## src/rtl/ir_start_module_sumo_controller_top_macros.svh

```systemverilog
// Assertion macros used by the top RTL file of the start module controller.
`ifndef IR_START_MODULE_SUMO_CONTROLLER_TOP_MACROS_SVH
`define IR_START_MODULE_SUMO_CONTROLLER_TOP_MACROS_SVH

// Clocked check, ignored while reset is asserted.
`define IRSC_ASSERT(lbl, prop, msg) \
	lbl: assert property (@(posedge clk) disable iff (!arst_n) (prop)) else $error(msg);

// Clocked check that the consequence holds in the cycle after the trigger.
`define IRSC_ASSERT_NEXT(lbl, trig, cons, msg) \
	lbl: assert property (@(posedge clk) disable iff (!arst_n) (trig) |=> (cons)) \
		else $error(msg);

`endif

```

## src/rtl/irsc_pkg.sv

```systemverilog
// Types, constants and helper functions for the start module controller.
`default_nettype none

package irsc_pkg;

	// Request codes
	localparam logic [1:0] REQ_EDGE = 2'd0;
	localparam logic [1:0] REQ_TICK = 2'd1;
	localparam logic [1:0] REQ_CTRL = 2'd2;

	// Run modes
	localparam logic [1:0] MODE_WAIT    = 2'd0;
	localparam logic [1:0] MODE_FIGHT   = 2'd1;
	localparam logic [1:0] MODE_STOPPED = 2'd2;

	// Blink requests
	localparam logic [1:0] BLINK_NONE = 2'd0;
	localparam logic [1:0] BLINK_FAST = 2'd1;
	localparam logic [1:0] BLINK_SLOW = 2'd2;

	// Configuration register indexes
	localparam int unsigned CFG_IDX_W = 3;
	localparam logic [CFG_IDX_W-1:0] CFG_BIT_PERIOD  = 3'd0;
	localparam logic [CFG_IDX_W-1:0] CFG_EARLY_LIMIT = 3'd1;
	localparam logic [CFG_IDX_W-1:0] CFG_PROG_ADDR   = 3'd2;
	localparam logic [CFG_IDX_W-1:0] CFG_SS_ADDR     = 3'd3;
	localparam logic [CFG_IDX_W-1:0] CFG_MOTOR_SCALE = 3'd4;
	localparam int unsigned CFG_DATA_W = 16;

	// Motor speeds in percent
	localparam logic [6:0] SPD_ZERO = 7'd0;
	localparam logic [6:0] SPD_40   = 7'd40;
	localparam logic [6:0] SPD_60   = 7'd60;
	localparam logic [6:0] SPD_80   = 7'd80;
	localparam logic [6:0] SPD_FULL = 7'd100;

	// Eye bit positions
	localparam int unsigned EYE_SL = 0;
	localparam int unsigned EYE_FL = 1;
	localparam int unsigned EYE_C  = 2;
	localparam int unsigned EYE_FR = 3;
	localparam int unsigned EYE_SR = 4;

	typedef struct packed {
		logic [15:0] bit_period;
		logic [15:0] early_limit;
		logic [4:0]  prog_addr;
		logic [4:0]  ss_addr;
		logic [9:0]  motor_scale;
	} cfg_t;

	localparam cfg_t CFG_RESET = '{
		bit_period:  16'd40421,
		early_limit: 16'd10042,
		prog_addr:   5'h0B,
		ss_addr:     5'h07,
		motor_scale: 10'd640
	};

	typedef struct packed {
		logic [1:0] req_type;
		logic       ir_level;
		logic       kill_pin;
		logic [4:0] eyes;
	} item_t;

	typedef struct packed {
		logic [13:0] frame;
		logic        armed;
		logic [15:0] window;
		logic [1:0]  mode;
		logic [5:0]  arena;
		logic        turn_left;
		logic [6:0]  held_l;
		logic [6:0]  held_r;
	} state_t;

	localparam state_t STATE_RESET = '{
		frame:     14'd0,
		armed:     1'b1,
		window:    16'd0,
		mode:      MODE_WAIT,
		arena:     6'd0,
		turn_left: 1'b0,
		held_l:    SPD_ZERO,
		held_r:    SPD_ZERO
	};

	typedef struct packed {
		logic [1:0] blink;
		logic       persist;
	} step_flags_t;

	// Result of one beat before duty scaling
	typedef struct packed {
		logic [6:0]  spd_l;
		logic [6:0]  spd_r;
		logic [1:0]  mode;
		logic [5:0]  arena;
		logic [1:0]  blink;
		logic        persist;
		logic [13:0] frame;
	} stage1_t;

	// Speed times scale, saturated to 16 bits
	function automatic logic [15:0] duty_of(input logic [6:0] spd, input logic [9:0] scale);
		logic [16:0] prod;
		prod = 17'(spd) * 17'(scale);
		return prod[16] ? 16'hFFFF : prod[15:0];
	endfunction

endpackage

`default_nettype wire

```

## src/rtl/irsc_item_if.sv

```systemverilog
// Input channel: one request beat per handshake.
`default_nettype none

interface irsc_item_if;
	logic       valid;
	logic       ready;
	logic [1:0] req_type;
	logic       ir_level;
	logic       kill_pin;
	logic [4:0] eyes;

	modport source(output valid, output req_type, output ir_level, output kill_pin,
		output eyes, input ready);
	modport sink(input valid, input req_type, input ir_level, input kill_pin,
		input eyes, output ready);
endinterface

`default_nettype wire

```

## src/rtl/irsc_result_if.sv

```systemverilog
// Output channel: one result beat per handshake.
`default_nettype none

interface irsc_result_if;
	logic        valid;
	logic        ready;
	logic [15:0] left_duty;
	logic [15:0] right_duty;
	logic [1:0]  mode;
	logic [5:0]  arena_code;
	logic [1:0]  blink_request;
	logic        persist_write;
	logic [13:0] frame_bits;

	modport source(output valid, output left_duty, output right_duty, output mode,
		output arena_code, output blink_request, output persist_write,
		output frame_bits, input ready);
	modport sink(input valid, input left_duty, input right_duty, input mode,
		input arena_code, input blink_request, input persist_write,
		input frame_bits, output ready);
endinterface

`default_nettype wire

```

## src/rtl/irsc_step.sv

```systemverilog
// Next-state logic for one request: RC5 sampling, frame decode and motor choice.
`default_nettype none

module irsc_step (
	input  irsc_pkg::item_t       item,
	input  irsc_pkg::state_t      st,
	input  irsc_pkg::cfg_t        cfg,
	output irsc_pkg::state_t      st_next,
	output irsc_pkg::step_flags_t flags
);

	logic [13:0] frame_e;
	logic [4:0]  addr;
	logic [5:0]  cmd;
	logic        sl, fl, ctr, fr, sr;

	assign addr = frame_e[10:6];
	assign cmd  = frame_e[5:0];
	assign sl   = item.eyes[irsc_pkg::EYE_SL];
	assign fl   = item.eyes[irsc_pkg::EYE_FL];
	assign ctr  = item.eyes[irsc_pkg::EYE_C];
	assign fr   = item.eyes[irsc_pkg::EYE_FR];
	assign sr   = item.eyes[irsc_pkg::EYE_SR];

	// Frame after sampling an edge
	always_comb begin
		frame_e = st.frame;
		if (st.armed) begin
			frame_e = {st.frame[12:0], ~item.ir_level};
		end else if (st.window < cfg.early_limit) begin
			frame_e = '0;
		end
	end

	always_comb begin
		st_next = st;
		flags   = '{blink: irsc_pkg::BLINK_NONE, persist: 1'b0};
		case (item.req_type)
			irsc_pkg::REQ_EDGE: begin
				st_next.frame = frame_e;
				if (st.armed) begin
					st_next.armed  = 1'b0;
					st_next.window = '0;
				end
				// Decode a frame with both start bits set
				if (st.mode != irsc_pkg::MODE_STOPPED && frame_e[13:12] == 2'b11) begin
					if (addr == cfg.prog_addr) begin
						if (st.mode == irsc_pkg::MODE_WAIT) begin
							st_next.arena = cmd;
							flags.persist = 1'b1;
							flags.blink   = irsc_pkg::BLINK_FAST;
						end
					end else if (addr == cfg.ss_addr) begin
						if (cmd == {st.arena[5:1], 1'b1}) begin
							if (st.mode == irsc_pkg::MODE_WAIT) begin
								st_next.mode  = irsc_pkg::MODE_FIGHT;
								flags.persist = 1'b1;
							end
						end else if (cmd == {st.arena[5:1], 1'b0}) begin
							if (st.mode == irsc_pkg::MODE_FIGHT) begin
								st_next.mode  = irsc_pkg::MODE_STOPPED;
								flags.persist = 1'b1;
								flags.blink   = irsc_pkg::BLINK_SLOW;
							end
						end
					end
				end
			end
			irsc_pkg::REQ_TICK: begin
				// Bit window: re-arm sampling at the end of the period
				if (st.window >= cfg.bit_period) begin
					st_next.window = '0;
					st_next.armed  = 1'b1;
				end else begin
					st_next.window = st.window + 16'd1;
				end
			end
			irsc_pkg::REQ_CTRL: begin
				if (st.mode == irsc_pkg::MODE_FIGHT) begin
					if (!item.kill_pin) begin
						st_next.mode  = irsc_pkg::MODE_STOPPED;
						flags.persist = 1'b1;
						flags.blink   = irsc_pkg::BLINK_SLOW;
					end
					// Sensor priority, side sensors first
					if (sl) begin
						st_next.turn_left = 1'b1;
						st_next.held_l    = irsc_pkg::SPD_ZERO;
						st_next.held_r    = irsc_pkg::SPD_FULL;
					end else if (sr) begin
						st_next.turn_left = 1'b0;
						st_next.held_l    = irsc_pkg::SPD_FULL;
						st_next.held_r    = irsc_pkg::SPD_ZERO;
					end else if (fl && fr) begin
						st_next.held_l = ctr ? irsc_pkg::SPD_60 : irsc_pkg::SPD_FULL;
						st_next.held_r = ctr ? irsc_pkg::SPD_60 : irsc_pkg::SPD_FULL;
					end else if (fl) begin
						st_next.held_l = irsc_pkg::SPD_40;
						st_next.held_r = ctr ? irsc_pkg::SPD_60 : irsc_pkg::SPD_80;
					end else if (fr) begin
						st_next.held_l = ctr ? irsc_pkg::SPD_60 : irsc_pkg::SPD_80;
						st_next.held_r = irsc_pkg::SPD_40;
					end else if (st.turn_left) begin
						st_next.held_l = irsc_pkg::SPD_ZERO;
						st_next.held_r = irsc_pkg::SPD_FULL;
					end else begin
						st_next.held_l = irsc_pkg::SPD_FULL;
						st_next.held_r = irsc_pkg::SPD_ZERO;
					end
				end else begin
					st_next.held_l = irsc_pkg::SPD_ZERO;
					st_next.held_r = irsc_pkg::SPD_ZERO;
				end
			end
			default: begin
				// unknown request: state unchanged
			end
		endcase
	end

endmodule

`default_nettype wire

```

## src/rtl/ir_start_module_sumo_controller_top.sv

```systemverilog
// Each accepted request beat is registered into stage 1, then scaled into the stage 2
// output register, which presents the result beat.
// Throughput: one request beat per cycle while the output is not stalled; state updates in the accept cycle,
// the next stage scales the held speeds by motor_scale (7x10 multiplier).
// Backpressure stalls both stages; an empty input stage still fills while a result waits.
// Reset (arst_n low, asynchronous) loads register defaults and the idle state.
`default_nettype none

`include "ir_start_module_sumo_controller_top_macros.svh"

module ir_start_module_sumo_controller_top (
	input  wire logic                                   clk,
	input  wire logic                                   arst_n,
	irsc_item_if.sink                                   item,
	irsc_result_if.source                               result,
	input  wire logic                                   cfg_we,
	input  wire logic [irsc_pkg::CFG_IDX_W-1:0]         cfg_index,
	input  wire logic [irsc_pkg::CFG_DATA_W-1:0]        cfg_wdata
);

	irsc_pkg::cfg_t        cfg_q;
	irsc_pkg::state_t      st_q;
	irsc_pkg::state_t      st_next;
	irsc_pkg::step_flags_t flags;
	irsc_pkg::item_t       item_in;
	irsc_pkg::stage1_t     res_s1;
	logic                  valid_s1;
	logic                  valid_s2;
	logic                  ready_s1;
	logic                  ready_s2;
	logic                  in_acc;
	logic [15:0]           left_duty_s2;
	logic [15:0]           right_duty_s2;
	logic [1:0]            mode_s2;
	logic [5:0]            arena_s2;
	logic [1:0]            blink_s2;
	logic                  persist_s2;
	logic [13:0]           frame_s2;

	// Handshake
	assign ready_s2   = !valid_s2 || result.ready;
	assign ready_s1   = !valid_s1 || ready_s2;
	assign item.ready = ready_s1;
	assign in_acc     = item.valid && ready_s1;

	assign item_in = '{
		req_type: item.req_type,
		ir_level: item.ir_level,
		kill_pin: item.kill_pin,
		eyes:     item.eyes
	};

	// Configuration registers
	always_ff @(posedge clk or negedge arst_n) begin
		if (!arst_n) begin
			cfg_q <= irsc_pkg::CFG_RESET;
		end else if (cfg_we) begin
			unique case (cfg_index)
				irsc_pkg::CFG_BIT_PERIOD:  cfg_q.bit_period  <= cfg_wdata;
				irsc_pkg::CFG_EARLY_LIMIT: cfg_q.early_limit <= cfg_wdata;
				irsc_pkg::CFG_PROG_ADDR:   cfg_q.prog_addr   <= cfg_wdata[4:0];
				irsc_pkg::CFG_SS_ADDR:     cfg_q.ss_addr     <= cfg_wdata[4:0];
				irsc_pkg::CFG_MOTOR_SCALE: cfg_q.motor_scale <= cfg_wdata[9:0];
				default: ;
			endcase
		end
	end

	irsc_step u_step (
		.item    (item_in),
		.st      (st_q),
		.cfg     (cfg_q),
		.st_next (st_next),
		.flags   (flags)
	);

	// Controller state, updated once per accepted beat
	always_ff @(posedge clk or negedge arst_n) begin
		if (!arst_n) begin
			st_q <= irsc_pkg::STATE_RESET;
		end else if (in_acc) begin
			st_q <= st_next;
		end
	end

	// Stage 1: post-step snapshot
	always_ff @(posedge clk or negedge arst_n) begin
		if (!arst_n) begin
			valid_s1 <= 1'b0;
		end else if (ready_s1) begin
			valid_s1 <= item.valid;
		end
	end

	always_ff @(posedge clk) begin
		if (in_acc) begin
			res_s1 <= '{
				spd_l:   st_next.held_l,
				spd_r:   st_next.held_r,
				mode:    st_next.mode,
				arena:   st_next.arena,
				blink:   flags.blink,
				persist: flags.persist,
				frame:   st_next.frame
			};
		end
	end

	// Stage 2: duty scaling into the output register
	always_ff @(posedge clk or negedge arst_n) begin
		if (!arst_n) begin
			valid_s2 <= 1'b0;
		end else if (ready_s2) begin
			valid_s2 <= valid_s1;
		end
	end

	always_ff @(posedge clk) begin
		if (ready_s2 && valid_s1) begin
			left_duty_s2  <= irsc_pkg::duty_of(res_s1.spd_l, cfg_q.motor_scale);
			right_duty_s2 <= irsc_pkg::duty_of(res_s1.spd_r, cfg_q.motor_scale);
			mode_s2       <= res_s1.mode;
			arena_s2      <= res_s1.arena;
			blink_s2      <= res_s1.blink;
			persist_s2    <= res_s1.persist;
			frame_s2      <= res_s1.frame;
		end
	end

	assign result.valid         = valid_s2;
	assign result.left_duty     = left_duty_s2;
	assign result.right_duty    = right_duty_s2;
	assign result.mode          = mode_s2;
	assign result.arena_code    = arena_s2;
	assign result.blink_request = blink_s2;
	assign result.persist_write = persist_s2;
	assign result.frame_bits    = frame_s2;

	// Checks
	`IRSC_ASSERT_NEXT(a_stopped_sticks, st_q.mode == irsc_pkg::MODE_STOPPED,
		st_q.mode == irsc_pkg::MODE_STOPPED, "stopped mode left")
	`IRSC_ASSERT(a_arena_only_waiting,
		!$stable(st_q.arena) |-> $past(st_q.mode) == irsc_pkg::MODE_WAIT,
		"arena code changed outside waiting mode")
	`IRSC_ASSERT(a_no_drive_waiting,
		(st_q.held_l != irsc_pkg::SPD_ZERO || st_q.held_r != irsc_pkg::SPD_ZERO)
		|-> st_q.mode != irsc_pkg::MODE_WAIT, "motors driven while waiting")
	`IRSC_ASSERT(a_slow_blink_stopped,
		(valid_s2 && blink_s2 == irsc_pkg::BLINK_SLOW) |-> mode_s2 == irsc_pkg::MODE_STOPPED,
		"stop blink without stopped mode")

endmodule

`default_nettype wire

```

## src/flat_wrapper.sv

```systemverilog
// flat-port wrapper written by rule: the top's interface ports become plain ports
module ir_start_module_sumo_controller_top_flat 
  (clk, arst_n, cfg_we, cfg_index, cfg_wdata, item_valid, item_req_type, item_ir_level, item_kill_pin, item_eyes, item_ready, result_valid, result_left_duty, result_right_duty, result_mode, result_arena_code, result_blink_request, result_persist_write, result_frame_bits, result_ready);
  irsc_item_if item_i ();
  irsc_result_if result_i ();
  input  wire logic clk;
  input  wire logic arst_n;
  input  wire logic cfg_we;
  input  wire logic [irsc_pkg::CFG_IDX_W-1:0] cfg_index;
  input  wire logic [irsc_pkg::CFG_DATA_W-1:0] cfg_wdata;
  input wire logic [$bits(item_i.valid)-1:0] item_valid;
  input wire logic [$bits(item_i.req_type)-1:0] item_req_type;
  input wire logic [$bits(item_i.ir_level)-1:0] item_ir_level;
  input wire logic [$bits(item_i.kill_pin)-1:0] item_kill_pin;
  input wire logic [$bits(item_i.eyes)-1:0] item_eyes;
  output wire logic [$bits(item_i.ready)-1:0] item_ready;
  output wire logic [$bits(result_i.valid)-1:0] result_valid;
  output wire logic [$bits(result_i.left_duty)-1:0] result_left_duty;
  output wire logic [$bits(result_i.right_duty)-1:0] result_right_duty;
  output wire logic [$bits(result_i.mode)-1:0] result_mode;
  output wire logic [$bits(result_i.arena_code)-1:0] result_arena_code;
  output wire logic [$bits(result_i.blink_request)-1:0] result_blink_request;
  output wire logic [$bits(result_i.persist_write)-1:0] result_persist_write;
  output wire logic [$bits(result_i.frame_bits)-1:0] result_frame_bits;
  input wire logic [$bits(result_i.ready)-1:0] result_ready;
  assign item_i.valid = item_valid;
  assign item_i.req_type = item_req_type;
  assign item_i.ir_level = item_ir_level;
  assign item_i.kill_pin = item_kill_pin;
  assign item_i.eyes = item_eyes;
  assign item_ready = item_i.ready;
  assign result_valid = result_i.valid;
  assign result_left_duty = result_i.left_duty;
  assign result_right_duty = result_i.right_duty;
  assign result_mode = result_i.mode;
  assign result_arena_code = result_i.arena_code;
  assign result_blink_request = result_i.blink_request;
  assign result_persist_write = result_i.persist_write;
  assign result_frame_bits = result_i.frame_bits;
  assign result_i.ready = result_ready;
  ir_start_module_sumo_controller_top u_core (.clk(clk), .arst_n(arst_n), .item(item_i), .result(result_i), .cfg_we(cfg_we), .cfg_index(cfg_index), .cfg_wdata(cfg_wdata));
endmodule
```

## config.mk

```make
export PLATFORM = sky130hd
export DESIGN_NAME = ir_start_module_sumo_controller_top_flat
export DESIGN_NICKNAME = d
export VERILOG_FILES = /design/src/rtl/irsc_pkg.sv /design/src/rtl/irsc_item_if.sv /design/src/rtl/irsc_result_if.sv /design/src/rtl/irsc_step.sv /design/src/rtl/ir_start_module_sumo_controller_top.sv /design/src/flat_wrapper.sv
export VERILOG_INCLUDE_DIRS = /design/src /design/src/rtl
export SDC_FILE = /design/constraint.sdc
export NUM_CORES = 1
export LEC_CHECK = 0
export BUFFER_PORTS_ARGS = -buffer_cell sky130_fd_sc_hd__buf_2
export CAP_MARGIN = 20
export CORE_ASPECT_RATIO = 0.9
export CORE_MARGIN = 5
export CORE_UTILIZATION = 60
export CTS_CLUSTER_SIZE = 30
export DETAILED_ROUTE_END_ITERATION = 8
export HOLD_SLACK_MARGIN = 0.06
export PLACE_DENSITY_LB_ADDON = 0.08
export RECOVER_POWER = 25
export SETUP_SLACK_MARGIN = 0.5
export SYNTH_ARGS = -nofsm -noshare
export SYNTH_HDL_FRONTEND = slang
export SYNTH_HIERARCHICAL = 1
export SYNTH_SLANG_ARGS = --single-unit
```

## constraint.sdc

```tcl
create_clock -name clk -period 9.8 [get_ports clk]
set_input_delay 0.49 -clock clk [delete_from_list [all_inputs] [get_ports clk]]
set_output_delay 0.49 -clock clk [all_outputs]
set_load 0.005 [all_outputs]
```

==> Implementation_results.wiki, run 1 <==
{| class="wikitable"
! Metric !! Value
|-
| Sequential fraction of the synthesis area || approximately 40%
|-
| Post-synthesis compound-gate area fraction || under 10%
|-
| Slowest stage delay, CP || between 0.6 and 0.7 ns
|-
| Category of the critical setup timing path || flip-flop to flip-flop
|-
| Leading cell type in the layout, fill and taps excluded || sky130_fd_sc_hd__and2_1
|-
| Average via count per standard cell || approximately 5.8
|-
| Cell total after placement || around 1600
|-
| Rows || 53
|-
| Total clock sinks || around 200
|-
| Power Dens Cells || 231.6 nW/µm²
|-
| HP Class || input port to flip-flop
|-
| Top-level port count || approximately 90
|-
| Detailed-router iteration count before antenna repair || 5
|-
| Flip-flop and latch count after synthesis || slightly above 200
|-
| Count of buffers from port buffering || 91
|-
| Final worst path period need || ~5.4 ns
|-
| DRT iter0 DRCs || just under 600
|-
| Half-perimeter wire length after detailed placement || around 21000 µm
|-
| Post-Synthesis Cell Area || around 14000 µm²
|-
| Clock tree skew after final layout || approximately 0.014 ns
|-
| Category of the worst setup path launch point || flip-flop
|-
| Top_reg_cell synth || sky130_fd_sc_hd__edfxtp_1
|-
| Area of the multi-input gates || between 7000 and 8000 µm²
|-
| Total detailed-routing wirelength || roughly 29000 µm
|-
| Max VDD drop || about 0.00023 V
|-
| Reg power frac || roughly 33%
|-
| Area of all sequential standard cells || 5619 µm²
|-
| Max-cap violations || 1
|-
| Net switching fraction of the power || between 30% and 40%
|-
| Synth Net Count || roughly 1500
|-
| Fraction of the mapped netlist area in simple logic gates || between 10 and 15%
|-
| Finished Layout Cells || about 1700
|-
| Cell-internal power || 0.002315 W
|-
| Number of cells on the worst reg-to-reg path || 14
|-
| Via count of the routed design || ~9700
|-
| Final worst-path cycle share || about 55%
|-
| Clk pwr share || 23.6%
|-
| Total of warnings raised by yosys || 6
|-
| Area Growth Syn to Fin || 10.71%
|-
| Fill count || ~1800
|-
| Overflow left after global routing || 0
|-
| Cell at the root of the clock tree || sky130_fd_sc_hd__clkbuf_16
|-
| Number of levels in the clock H-tree || 1
|-
| Floorplan die height || roughly 160 µm
|-
| Unique masters post-synth || a little over 80
|-
| Standby leakage power || between 7 and 8 nW
|-
| Crit path max fanout || 15
|-
| Status || finished, violations left
|-
| Number of hold-slack violations in the final timing report || 0
|-
| Clk pin slew, worst setup/hold paths || approximately 0.06 ns
|-
| Headroom to the max-slew limit || -82.46%
|-
| Cell with the largest stage delay on the worst path || sky130_fd_sc_hd__nor2_1
|-
| Type of element capturing the critical path || flip-flop
|-
| Data required time of the worst path || 10.05 ns
|-
| TritonCTS Buffers || 23
|-
| FFs w/ async S/R, synth || 52.94%
|-
| Share of final-layout standard cells stronger than drive strength 1 || a little over a fifth
|-
| Worst setup startpoint || u_core/cfg_q[4]
|-
| Share of cell area taken by muxes after synthesis || under 10%
|-
| Number of max-slew violations in the final report || 51
|-
| RSZ-0062 raised after global routing || no
|-
| Critical path, cell by cell || and2_1 > fa_1 > fa_1 > fa_1 > inv_1 > fa_1 > inv_1 > ha_1 > a21oi_1 > o21ai_0 > a21oi_2 > mux2i_1 > nor2_1 > or4b_1
|-
| Clock Latency Late Sink || between 0.5 and 0.6 ns
|-
| Global-route usage over all layers || a little under a quarter
|-
| Proportion of power drawn by combinational gates || 43.0%
|-
| Reg2reg end || u_core/result.right_duty[13]
|-
| Reg-to-reg startpoint || u_core/cfg_q[4]
|-
| Critical path capture point || u_core/result.right_duty[13]
|-
| Hold slack final || 0.1900 ns
|-
| Adder-cell share of the synthesized area || 19.97%
|-
| Post-route design area || 15730 µm²
|-
| Worst path most repeated cell || sky130_fd_sc_hd__fa_1
|-
| Average instance area after synthesis || 11.09 µm²
|-
| Core outline area || 23340 µm²
|-
| Number of standard cells after synthesis || approximately 1300
|-
| Die outline width || 172.2 µm
|-
| Register-to-register setup slack || around 4.4 ns
|-
| Setup TNS || 0 ns
|-
| Combinational family with the most area after synthesis || adder cells
|-
| Commonest cells after routing, fill and taps aside || sky130_fd_sc_hd__and2_1 (125), sky130_fd_sc_hd__inv_1 (122), sky130_fd_sc_hd__mux2_2 (108), sky130_fd_sc_hd__ha_1 (102), sky130_fd_sc_hd__edfxtp_1 (96)
|-
| EDFF count, synth || 96
|-
| CP Data Arrival Time || approximately 5.7 ns
|-
| Starting density of the core || between 60 and 70%
|-
| Share of the core filled with cells || between 60 and 70%
|-
| Number of antenna violations at the first check in global routing || 0
|-
| Synth Area in XOR/XNOR || 1.788%
|-
| Maximum clock path buffer count || 3
|-
| Wire length of the first global-routing pass || 50070 µm
|-
| Setup-failing EPs final || 0
|-
| Largest net degree at the start of global routing || 60
|-
| DIE AREA || around 27000 µm²
|-
| Number of remaining DRC errors || 0
|-
| NetSw || roughly 0.0013 W
|-
| CTS tree || yes
|-
| Final RePlAce weighted congestion || around 0.84
|-
| Number of global-route vias before repair || 9917
|-
| DR WL/cell || 17.35 µm
|-
| Failing checks || capacitance limit, slew limit
|-
| Number of nets with antenna violations after routing || 0
|-
| Placed inst area || between 10000 and 15000 µm²
|-
| Maximum achievable frequency || roughly 180 MHz
|-
| Slew at the pin closest to its max-slew limit || 2.737 ns
|-
| Final net count || around 1600
|}
layout make-up:
| cell class | instances | area share [%] |
|---|---|---|
| clock inverter | 11 | 0.8511 |
| antenna | 2 | 0.03182 |
| multi-input combinational | 909 | 50.79 |
| tap | 302 | 2.402 |
| timing repair buffer | 101 | 3.317 |
| sequential | 204 | 35.72 |
| clock buffer | 31 | 3.977 |
| inverter | 122 | 2.911 |
power groups by stage:
| stage | logic, W | clock network [W] | registers (W) |
|---|---|---|---|
| 3_5_place_dp | 0.00157 | 0 | 0.00123 |
| 5_1_grt | 0.00181 | 0.000923 | 0.00124 |
| 2_1_floorplan | 0.00123 | 0 | 0.00120 |
| 4_1_cts | 0.00159 | 0.000882 | 0.00122 |
| 3_3_place_gp | 0.00153 | 0 | 0.00123 |
| 6_report | 0.00157 | 0.000859 | 0.00122 |
Yosys cell counts (18+ instances only):
cell	n	area, µm²
sky130_fd_sc_hd__fa_1	78	1562
sky130_fd_sc_hd__nand2_1	90	337.8
sky130_fd_sc_hd__o21ai_0	37	185.2
sky130_fd_sc_hd__clkbuf_1	36	135.1
sky130_fd_sc_hd__and2_1	126	788.3
sky130_fd_sc_hd__dfstp_2	27	709.4
sky130_fd_sc_hd__inv_1	122	457.9
sky130_fd_sc_hd__xnor2_1	19	166.4
sky130_fd_sc_hd__mux2_2	108	1216
sky130_fd_sc_hd__a31oi_1	18	112.6
sky130_fd_sc_hd__a22o_1	21	183.9
sky130_fd_sc_hd__dfrtp_1	81	2027
sky130_fd_sc_hd__nand3_1	20	100.1
sky130_fd_sc_hd__nor2_1	43	161.4
sky130_fd_sc_hd__nand2b_1	21	131.4
sky130_fd_sc_hd__edfxtp_1	96	2883
sky130_fd_sc_hd__ha_1	102	1276
sky130_fd_sc_hd__a21oi_1	40	200.2
logic make-up (layout without fill, tap and decap cells):
group,Yosys count,in the layout
adder cells (fa/ha/maj),180,180
flip-flops,204,204
other,0,2
multiplexers,122,122
XOR/XNOR,29,29
AND/OR/NAND/NOR,380,380
AO/OA/AOI/OAI,198,198
buffers and inverters,168,265
sequential cells by signal, indices dropped and copies added (netlist names):
register                     flops
u_core/result.left_duty         16
u_core/valid_s1                  1
u_core/result.valid              1
u_core/result.mode               2
u_core/cfg_q                    52
u_core/result.persist_write      1
u_core/st_q                     54
u_core/result.frame_bits        14
u_core/res_s1                   39
u_core/result.arena_code         6
u_core/result.blink_request      2
u_core/result.right_duty        16
critical path, delay by kind of cell (launching register included):
family	cells	cell delay [ns]
adders and majority gates	5	2.43
DFF	1	0.61
AOI/OAI and AO/OA	3	0.49
buffers and inverters	2	0.09
and+or+nand+nor	3	1.33
muxes	1	0.20
worst min-delay path by stage:
stage	cells after the start	from	to	slack (ns)
floorplan	0	arst_n	u_core/cfg_q[0]	0.19
global placement	0	u_core/res_s1[21]	u_core/result.arena_code[4]	0.41
detailed placement	0	u_core/res_s1[17]	u_core/result.arena_code[0]	0.40
CTS	2	item_valid	u_core/valid_s1	0.16
global route	2	item_valid	u_core/valid_s1	0.18
finish	2	item_valid	u_core/valid_s1	0.19
per-layer routing:
layer	global-route usage (%)	up-vias	share of wire [%]
li1	-	4661	-
met1	31.97	4805	44
met2	37.88	184	49
met3	3.471	35	4.6
met4	4.491	0	1.8
met5	0	-	0
per-stage QoR:
| stage | total power [W] | setup slack (ns) |
|---|---|---|
| 6_report | 0.003642 | 4.387 |
| 5_1_grt | 0.003976 | 4.049 |
| 4_1_cts | 0.003688 | 4.111 |
| 3_5_place_dp | 0.002808 | 4.124 |
| 3_3_place_gp | 0.002757 | 4.230 |
| 2_1_floorplan | 0.002430 | 4.952 |
repair_timing:
action	CTS	global route
buffers inserted	0	0
gates resized for setup	0	0
hold buffers	1	0
hold endpoints to repair	35	0
setup endpoints to repair	0	0
Power figures use the tool's default switching activity.
==> run 2, diff against run 1 <==
- clock period: 9.8 -> 5.5 ns (I/O delays scaled with it)
==> run 2 against run 1 <==
The run still ends with capacitance limit, slew limit left. Non-clock buffer count rose by 47. Register-to-register slack got worse by 3.8 ns. Setup slack got worse by 3.8 ns. Largest power group unchanged. Cell area rose by 3.1%. Sequential share of layout area fell by 1.0 points. Critical path type unchanged. Clock skew fell by 0.0042 ns. Die area did not move.
==> Implementation_results.wiki, run 2 (same netlist as run 1, synthesis figures left out) <==
{| class="wikitable"
! Metric !! Value
|-
| NetSw || 0.002443 W (+84%)
|-
| Rows || 53 (unchanged)
|-
| Standby leakage power || 7.551 nW (+3.3%)
|-
| Number of global-route vias before repair || 9835 (-0.83%)
|-
| Net switching fraction of the power || 36.35% (-0.081 points)
|-
| Final worst path period need || 4.891 ns (-0.5225 ns)
|-
| Proportion of power drawn by combinational gates || 44.1% (+1.1 points)
|-
| Number of flip-flops under the largest register name || 54 (unchanged)
|-
| Number of nets with antenna violations after routing || 0 (unchanged)
|-
| Reg power frac || 32.1% (-1.3 points)
|-
| Area of the multi-input gates || 8059 µm² (+0.88%)
|-
| Via count of the routed design || 9967 (+2.9%)
|-
| Number of max-slew violations in the final report || 51 (unchanged)
|-
| Headroom to the max-slew limit || -87.83% (-5.4 points)
|-
| Starting density of the core || 60.87% (unchanged)
|-
| Global-route usage over all layers || 22.35% (-0.35 points)
|-
| Slew at the pin closest to its max-slew limit || 2.818 ns (+0.08066 ns)
|-
| Failing checks || capacitance limit, slew limit
|-
| Overflow left after global routing || 0 (unchanged)
|-
| Hold wc startpoint || cfg_wdata[5]
|-
| Floorplan die height || 156.0 µm (unchanged)
|-
| Share of the core filled with cells || 69.46% (+2.1 points)
|-
| Commonest cells after routing, fill and taps aside || sky130_fd_sc_hd__and2_1 (124), sky130_fd_sc_hd__inv_1 (122), sky130_fd_sc_hd__mux2_2 (108), sky130_fd_sc_hd__ha_1 (97), sky130_fd_sc_hd__edfxtp_1 (96)
|-
| Number of remaining DRC errors || 0 (unchanged)
|-
| Clk pwr share || 23.8% (+0.2 points)
|-
| Total detailed-routing wirelength || 30340 µm (+4.0%)
|-
| Fill count || 1814 (-1.4%)
|-
| Data required time of the worst path || 5.76 ns (-4.29 ns)
|-
| Half-perimeter wire length after detailed placement || 21190 µm (-0.82%)
|-
| Share of final-layout standard cells stronger than drive strength 1 || 24.49% (+2.9 points)
|-
| Worst slack at placement || 0.4335 ns (-3.690 ns)
|-
| CTS tree || yes
|-
| Number of hold-slack violations in the final timing report || 0 (unchanged)
|-
| DIE AREA || 26860 µm² (unchanged)
|-
| Status || finished, violations left
|-
| CP Data Arrival Time || 5.15 ns (-0.52 ns)
|-
| Worst path setup slack after routing || 0.6091 ns (-3.778 ns)
|-
| TritonCTS Buffers || 23 (unchanged)
|-
| Area Growth Syn to Fin || 14.11%
|-
| Maximum achievable frequency || 204.5 MHz (+11%)
|-
| Clock tree skew after final layout || 0.009452 ns (-0.004198 ns)
|-
| Final worst-path cycle share || 88.93% (+34 points)
|-
| Category of the worst setup path launch point || flip-flop
|-
| Leading cell type in the layout, fill and taps excluded || sky130_fd_sc_hd__and2_1
|-
| Count of buffers from port buffering || 91 (unchanged)
|-
| Type of element capturing the critical path || flip-flop
|-
| Number of levels in the clock H-tree || 1 (unchanged)
|-
| Cell at the root of the clock tree || sky130_fd_sc_hd__clkbuf_16
|-
| Maximum clock path buffer count || 3 (unchanged)
|-
| Die outline width || 172.2 µm (unchanged)
|-
| Final RePlAce weighted congestion || 0.8506 (+1.6%)
|-
| Antenna fix cells || 0 (-2)
|-
| Setup TNS || 0 ns (unchanged)
|-
| Average via count per standard cell || 5.771 (+0.23%)
|-
| Top-level port count || 92 (unchanged)
|-
| Max VDD drop || 0.0004673 V (+110%)
|-
| Clock Latency Late Sink || 0.52 ns (about the same)
|-
| Clk pin slew, worst setup/hold paths || 0.06 ns (about the same)
|-
| Area of all sequential standard cells || 5628 µm² (+0.16%)
|-
| Wire length of the first global-routing pass || 49400 µm (-1.3%)
|-
| Reg-to-reg startpoint || u_core/res_s1[28]
|-
| Largest net degree at the start of global routing || 60 (unchanged)
|-
| Register containing the most flip-flops in the final layout || u_core/st_q
|-
| DR WL/cell || 17.57 µm (+1.3%)
|-
| Total clock sinks || 204 (unchanged)
|-
| Cell-internal power || 0.004278 W (+85%)
|-
| Max-cap violations || 1 (unchanged)
|-
| Final net count || 1621 (+3.0%)
|-
| Core outline area || 23340 µm² (unchanged)
|-
| Number of antenna violations at the first check in global routing || 1 (+1)
|-
| Power Dens Cells || 414.5 nW/µm² (+79%)
|-
| DRT iter0 DRCs || 590 (-0.84%)
|-
| HP Class || input port to flip-flop
|-
| Detailed-router iteration count before antenna repair || 5 (unchanged)
|-
| Setup-failing EPs final || 0 (unchanged)
|-
| Crit path max fanout || 7 (-8)
|-
| Registers with the highest flip-flop counts || u_core/st_q: 54 flops, u_core/cfg_q: 52 flops, u_core/res_s1: 39 flops
|-
| Category of the critical setup timing path || flip-flop to flip-flop
|-
| RSZ-0062 raised after global routing || no
|-
| Worst setup startpoint || u_core/res_s1[28]
|}
-- run 2: cell types whose count changed in the layout (fill, tap and decap cells not counted), sizes merged --
cell	change
buf	+32
dlygate4sd3	+12
clkbuf	+5
clkinvlp	-3
diode	-2
clkinv	+1
-- run 2: power groups by stage --
stage / Combinational (W) / Clock [W] / Sequential, W
CTS: 0.00285 / 0.00163 / 0.00217
global placement: 0.00274 / 0 / 0.00219
finish: 0.00297 / 0.00160 / 0.00216
detailed placement: 0.00281 / 0 / 0.00220
floorplan: 0.00219 / 0 / 0.00214
global route: 0.00340 / 0.00170 / 0.00219
-- run 2: through the flow --
step	total power (W)	cell area [µm²]	std cells	hold slack [ns]
floorplan	0.004329	14210	1281	-0.02059
global placement	0.004922	15000	1641	0.3321
detailed placement	0.005005	15000	1641	0.3485
CTS	0.006653	15930	1696	0.08689
global route	0.007286	16210	1727	0.09055
finish	0.006721	16210	1727	0.1087
-- run 2: timing repair --
action / in CTS / in global routing
hold buffers: 13 / 0
resized for setup: 3 / 20
pin swaps: 0 / 6
hold endpoints to repair: 61 / 0
gates cloned: 0 / 1
buffers inserted: 0 / 29
endpoints found under the setup margin: 3 / 29
-- run 2: worst paths after layout --
| kind | end | depth (start not counted) | slack [ns] |
|---|---|---|---|
| max | u_core/result.right_duty[13] | 14 | 0.61 |
| min | u_core/cfg_q[25] | 2 | 0.11 |
| max reg2reg | u_core/result.right_duty[13] | 14 | 0.61 |
| min reg2reg | u_core/result.arena_code[3] | 0 | 0.41 |
| max in group asynchronous | u_core/cfg_q[0] | 3 | 2.33 |
| min in group asynchronous | u_core/st_q[37] | 2 | 1.19 |
-- run 2: layout make-up --
type	instances	area share (%)
Multi-Input combinational cell	909	49.71
Clock buffer	33	4.221
Inverter	122	2.825
Timing Repair Buffer	148	5.510
Clock inverter	9	0.6946
Sequential cell	204	34.71
Tap cell	302	2.331
-- run 2: critical path, cell delays in order (launching register included) --
cell	delay [ns]
sky130_fd_sc_hd__edfxtp_1	0.48
sky130_fd_sc_hd__and2_4	0.19
sky130_fd_sc_hd__fa_1	0.52
sky130_fd_sc_hd__inv_1	0.05
sky130_fd_sc_hd__fa_1	0.48
sky130_fd_sc_hd__inv_1	0.05
sky130_fd_sc_hd__fa_1	0.53
sky130_fd_sc_hd__inv_1	0.05
sky130_fd_sc_hd__fa_1	0.53
sky130_fd_sc_hd__inv_1	0.06
sky130_fd_sc_hd__ha_4	0.18
sky130_fd_sc_hd__or4_4	0.54
sky130_fd_sc_hd__a31o_4	0.28
sky130_fd_sc_hd__nor4bb_1	0.15
sky130_fd_sc_hd__or4b_1	0.53
-- run 2: routing by layer --
layer / up-vias / global-route usage, % / wire length [µm]
met5: - / 0 / 0
met4: 0 / 4.304 / 575
met3: 47 / 2.964 / 1275
met2: 201 / 38.16 / 14970
met1: 4979 / 31.05 / 13520
li1: 4740 / - / -
==> run 3, diff against run 2 <==
- CORE_MARGIN: 5 -> 4
- RECOVER_POWER: 25 -> 50
==> run 3 against run 2 <==
The flow still finishes with violations (capacitance limit, slew limit). Clock skew rose by 0.0021 ns. Clock power fell by 6%. Combinational power rose by 1%. Cell area rose by 0.31%. Critical endpoint unchanged. Largest power group unchanged.
==> Implementation_results.wiki, run 3 (same netlist as run 1, synthesis figures left out) <==
{| class="wikitable"
! Metric !! Value
|-
| Status || finished, violations left
|-
| Failing checks || capacitance limit, slew limit
|-
| RSZ-0062 raised after global routing || no
|-
| Rows || 53 (unchanged)
|-
| Clock Latency Late Sink || 0.52 ns (about the same)
|-
| Clk pwr share || 22.5% (-1.3 points)
|-
| Clock tree skew after final layout || 0.01153 ns (+0.002074 ns)
|-
| Category of the worst setup path launch point || flip-flop
|-
| Half-perimeter wire length after detailed placement || 21100 µm (-0.39%)
|-
| Total clock sinks || 204 (unchanged)
|-
| Data required time of the worst path || 5.76 ns (about the same)
|-
| Core outline area || 23340 µm² (unchanged)
|-
| Proportion of power drawn by combinational gates || 45.2% (+1.1 points)
|-
| Maximum achievable frequency || 205.0 MHz (+0.24%)
|-
| Number of levels in the clock H-tree || 1 (unchanged)
|-
| Number of hold-slack violations in the final timing report || 0 (unchanged)
|-
| CP Data Arrival Time || 5.14 ns (about the same)
|-
| Detailed-router iteration count before antenna repair || 5 (unchanged)
|-
| Final worst path period need || 4.879 ns (-0.01195 ns)
|-
| Largest net degree at the start of global routing || 60 (unchanged)
|-
| Starting density of the core || 60.87% (unchanged)
|-
| DR WL/cell || 17.23 µm (-1.9%)
|-
| Number of global-route vias before repair || 9745 (-0.92%)
|-
| Top routing layer used || met4
|-
| Top-level port count || 92 (unchanged)
|-
| Number of remaining DRC errors || 0 (unchanged)
|-
| Leading cell type in the layout, fill and taps excluded || sky130_fd_sc_hd__inv_1
|-
| Reg-to-reg startpoint || u_core/res_s1[27]
|-
| Reg power frac || 32.3% (+0.2 points)
|-
| DIE AREA || 26210 µm² (-2.4%)
|-
| Metal2 WL || 14880 µm (-0.55%)
|-
| NetSw || 0.002435 W (-0.32%)
|-
| Wire length of the first global-routing pass || 49200 µm (-0.42%)
|-
| Cell with the largest stage delay on the worst path || sky130_fd_sc_hd__fa_1
|-
| Die outline width || 170.2 µm (-1.2%)
|-
| Area Growth Syn to Fin || 14.46%
|-
| Final net count || 1631 (+0.62%)
|-
| Net switching fraction of the power || 36.55% (+0.20 points)
|-
| Clk pin slew, worst setup/hold paths || 0.06 ns (about the same)
|-
| Maximum clock path buffer count || 3 (unchanged)
|-
| Number of nets with antenna violations after routing || 0 (unchanged)
|-
| Global-route usage over all layers || 22.75% (+0.41 points)
|-
| Via count of the routed design || 9810 (-1.6%)
|-
| Worst setup startpoint || u_core/res_s1[27]
|-
| CTS tree || yes
|-
| Number of antenna violations at the first check in global routing || 0 (-1)
|-
| Power Dens Cells || 409.7 nW/µm² (-1.2%)
|-
| Fill count || 1746 (-3.7%)
|-
| Average via count per standard cell || 5.651 (-2.1%)
|-
| Count of buffers from port buffering || 91 (unchanged)
|-
| Total design power || 0.006663 W (-0.86%)
|-
| Share of final-layout standard cells stronger than drive strength 1 || 23.15% (-1.3 points)
|-
| Commonest cells after routing, fill and taps aside || sky130_fd_sc_hd__inv_1 (122), sky130_fd_sc_hd__and2_1 (120), sky130_fd_sc_hd__mux2_2 (107), sky130_fd_sc_hd__ha_1 (96), sky130_fd_sc_hd__edfxtp_1 (96)
|-
| Final worst-path cycle share || 88.71% (-0.22 points)
|-
| Critical path, cell by cell || and2_4 > fa_1 > inv_1 > fa_1 > inv_1 > fa_1 > inv_1 > fa_1 > inv_1 > ha_4 > or2_2 > a21o_2 > a31o_4 > nor4bb_1 > or4b_1
|-
| Wire length on met3 || 1197 µm (-6.1%)
|-
| Overflow left after global routing || 0 (unchanged)
|-
| Registers with the highest flip-flop counts || u_core/st_q: 54 flops, u_core/cfg_q: 52 flops, u_core/res_s1: 39 flops
|-
| Max-cap violations || 3 (+2)
|-
| DRT iter0 DRCs || 404 (-32%)
|-
| Cell-internal power || 0.004228 W (-1.2%)
|-
| Cell at the root of the clock tree || sky130_fd_sc_hd__clkbuf_16
|-
| Type of element capturing the critical path || flip-flop
|-
| Standby leakage power || 7.532 nW (-0.25%)
|-
| Antenna fix cells || 0 (unchanged)
|-
| TritonCTS Buffers || 22 (-4.3%)
|-
| Headroom to the max-slew limit || -81.78% (+6.1 points)
|-
| Final RePlAce weighted congestion || 0.8630 (+1.5%)
|-
| Max VDD drop || 0.0003608 V (-23%)
|-
| Hold wc startpoint || cfg_wdata[5]
|-
| Floorplan die height || 154.0 µm (-1.3%)
|-
| Crit path max fanout || 6 (-1)
|-
| Register containing the most flip-flops in the final layout || u_core/st_q
|-
| Setup-failing EPs final || 0 (unchanged)
|-
| Category of the critical setup timing path || flip-flop to flip-flop
|-
| Number of max-slew violations in the final report || 89 (+75%)
|-
| Number of flip-flops under the largest register name || 54 (unchanged)
|-
| Slowest stage delay, CP || 0.53 ns (about the same)
|-
| HP Class || input port to flip-flop
|-
| Slew at the pin closest to its max-slew limit || 2.727 ns (-0.09081 ns)
|-
| Setup TNS || 0 ns (unchanged)
|-
| M1 wire length || 13450 µm (-0.55%)
|-
| Total detailed-routing wirelength || 29920 µm (-1.4%)
|}
==> run 3: cell types whose count changed in the layout (fill, tap and decap cells not counted), sizes merged <==
cell,change
clkbuf,+14
dlymetal6s2s,+2
clkinvlp,-1
bufinv,+1
inv,-1
buf,-10
clkinv,+4
==> run 3: per-stage QoR <==
step	area [µm²]	cells	setup WS [ns]	hold slack, ns	util [%]
global route	16260	1736	0.4775	0.08209	69.67
CTS	15880	1695	0.4856	0.07253	68.04
detailed placement	15010	1642	0.4503	0.3494	64.29
floorplan	14210	1281	0.6524	-0.02059	-
finish	16260	1736	0.6210	0.09354	69.67
global placement	15010	1642	0.5101	0.3390	64.29
==> run 3: what timing repair did <==
| item | in CTS | in global routing |
|---|---|---|
| setup endpoints to repair | 3 | 29 |
| resized for setup | 6 | 22 |
| setup buffers | 0 | 39 |
| hold endpoints to repair | 62 | 0 |
| cloned | 0 | 1 |
| hold buffers | 13 | 0 |
| pin swaps | 0 | 5 |
==> run 3: worst max-delay path: cells and delay by family (launching register included) <==
family,cells,cell delay (ns)
simple gates,4,1.13
fa+ha+maj,5,2.28
compound gates,2,0.47
buf+inv,4,0.23
flops,1,0.50
==> run 3: final timing paths <==
kind                                                 to  slack (ns)  cells past startpoint
hold / removal                         u_core/cfg_q[41]        0.09                      2
max in group asynchronous               u_core/cfg_q[1]        1.65                      3
setup reg to reg           u_core/result.right_duty[13]        0.62                     15
setup / recovery           u_core/result.right_duty[13]        0.62                     15
hold reg to reg             u_core/result.frame_bits[2]        0.42                      0
min in group asynchronous               u_core/st_q[37]        1.16                      2
==> run 3: cell type report <==
cell class	instances	area [µm²]	share of cell area (%)
inverter	122	457.9	2.816
clock inverter	12	161.4	0.9925
multi-input combinational	909	8088	49.73
timing repair buffer	159	978.4	6.016
sequential	204	5627	34.60
clock buffer	28	573.1	3.524
tap	302	377.9	2.323
==> run 3: power by group through the flow <==
stage                     registers [W]  logic (W)  clock network, W
after floorplan                 0.00214    0.00219                 0
after global placement          0.00218    0.00274                 0
after detailed placement        0.00219    0.00280                 0
after CTS                       0.00217    0.00284           0.00155
after global routing            0.00218    0.00347           0.00161
final                           0.00215    0.00301           0.00150
==> run 3: routing by layer <==
metal	track usage [%]	vias up
met4	3.878	0
met2	38.61	159
li1	-	4765
met1	31.68	4861
met3	3.548	25
met5	0	-
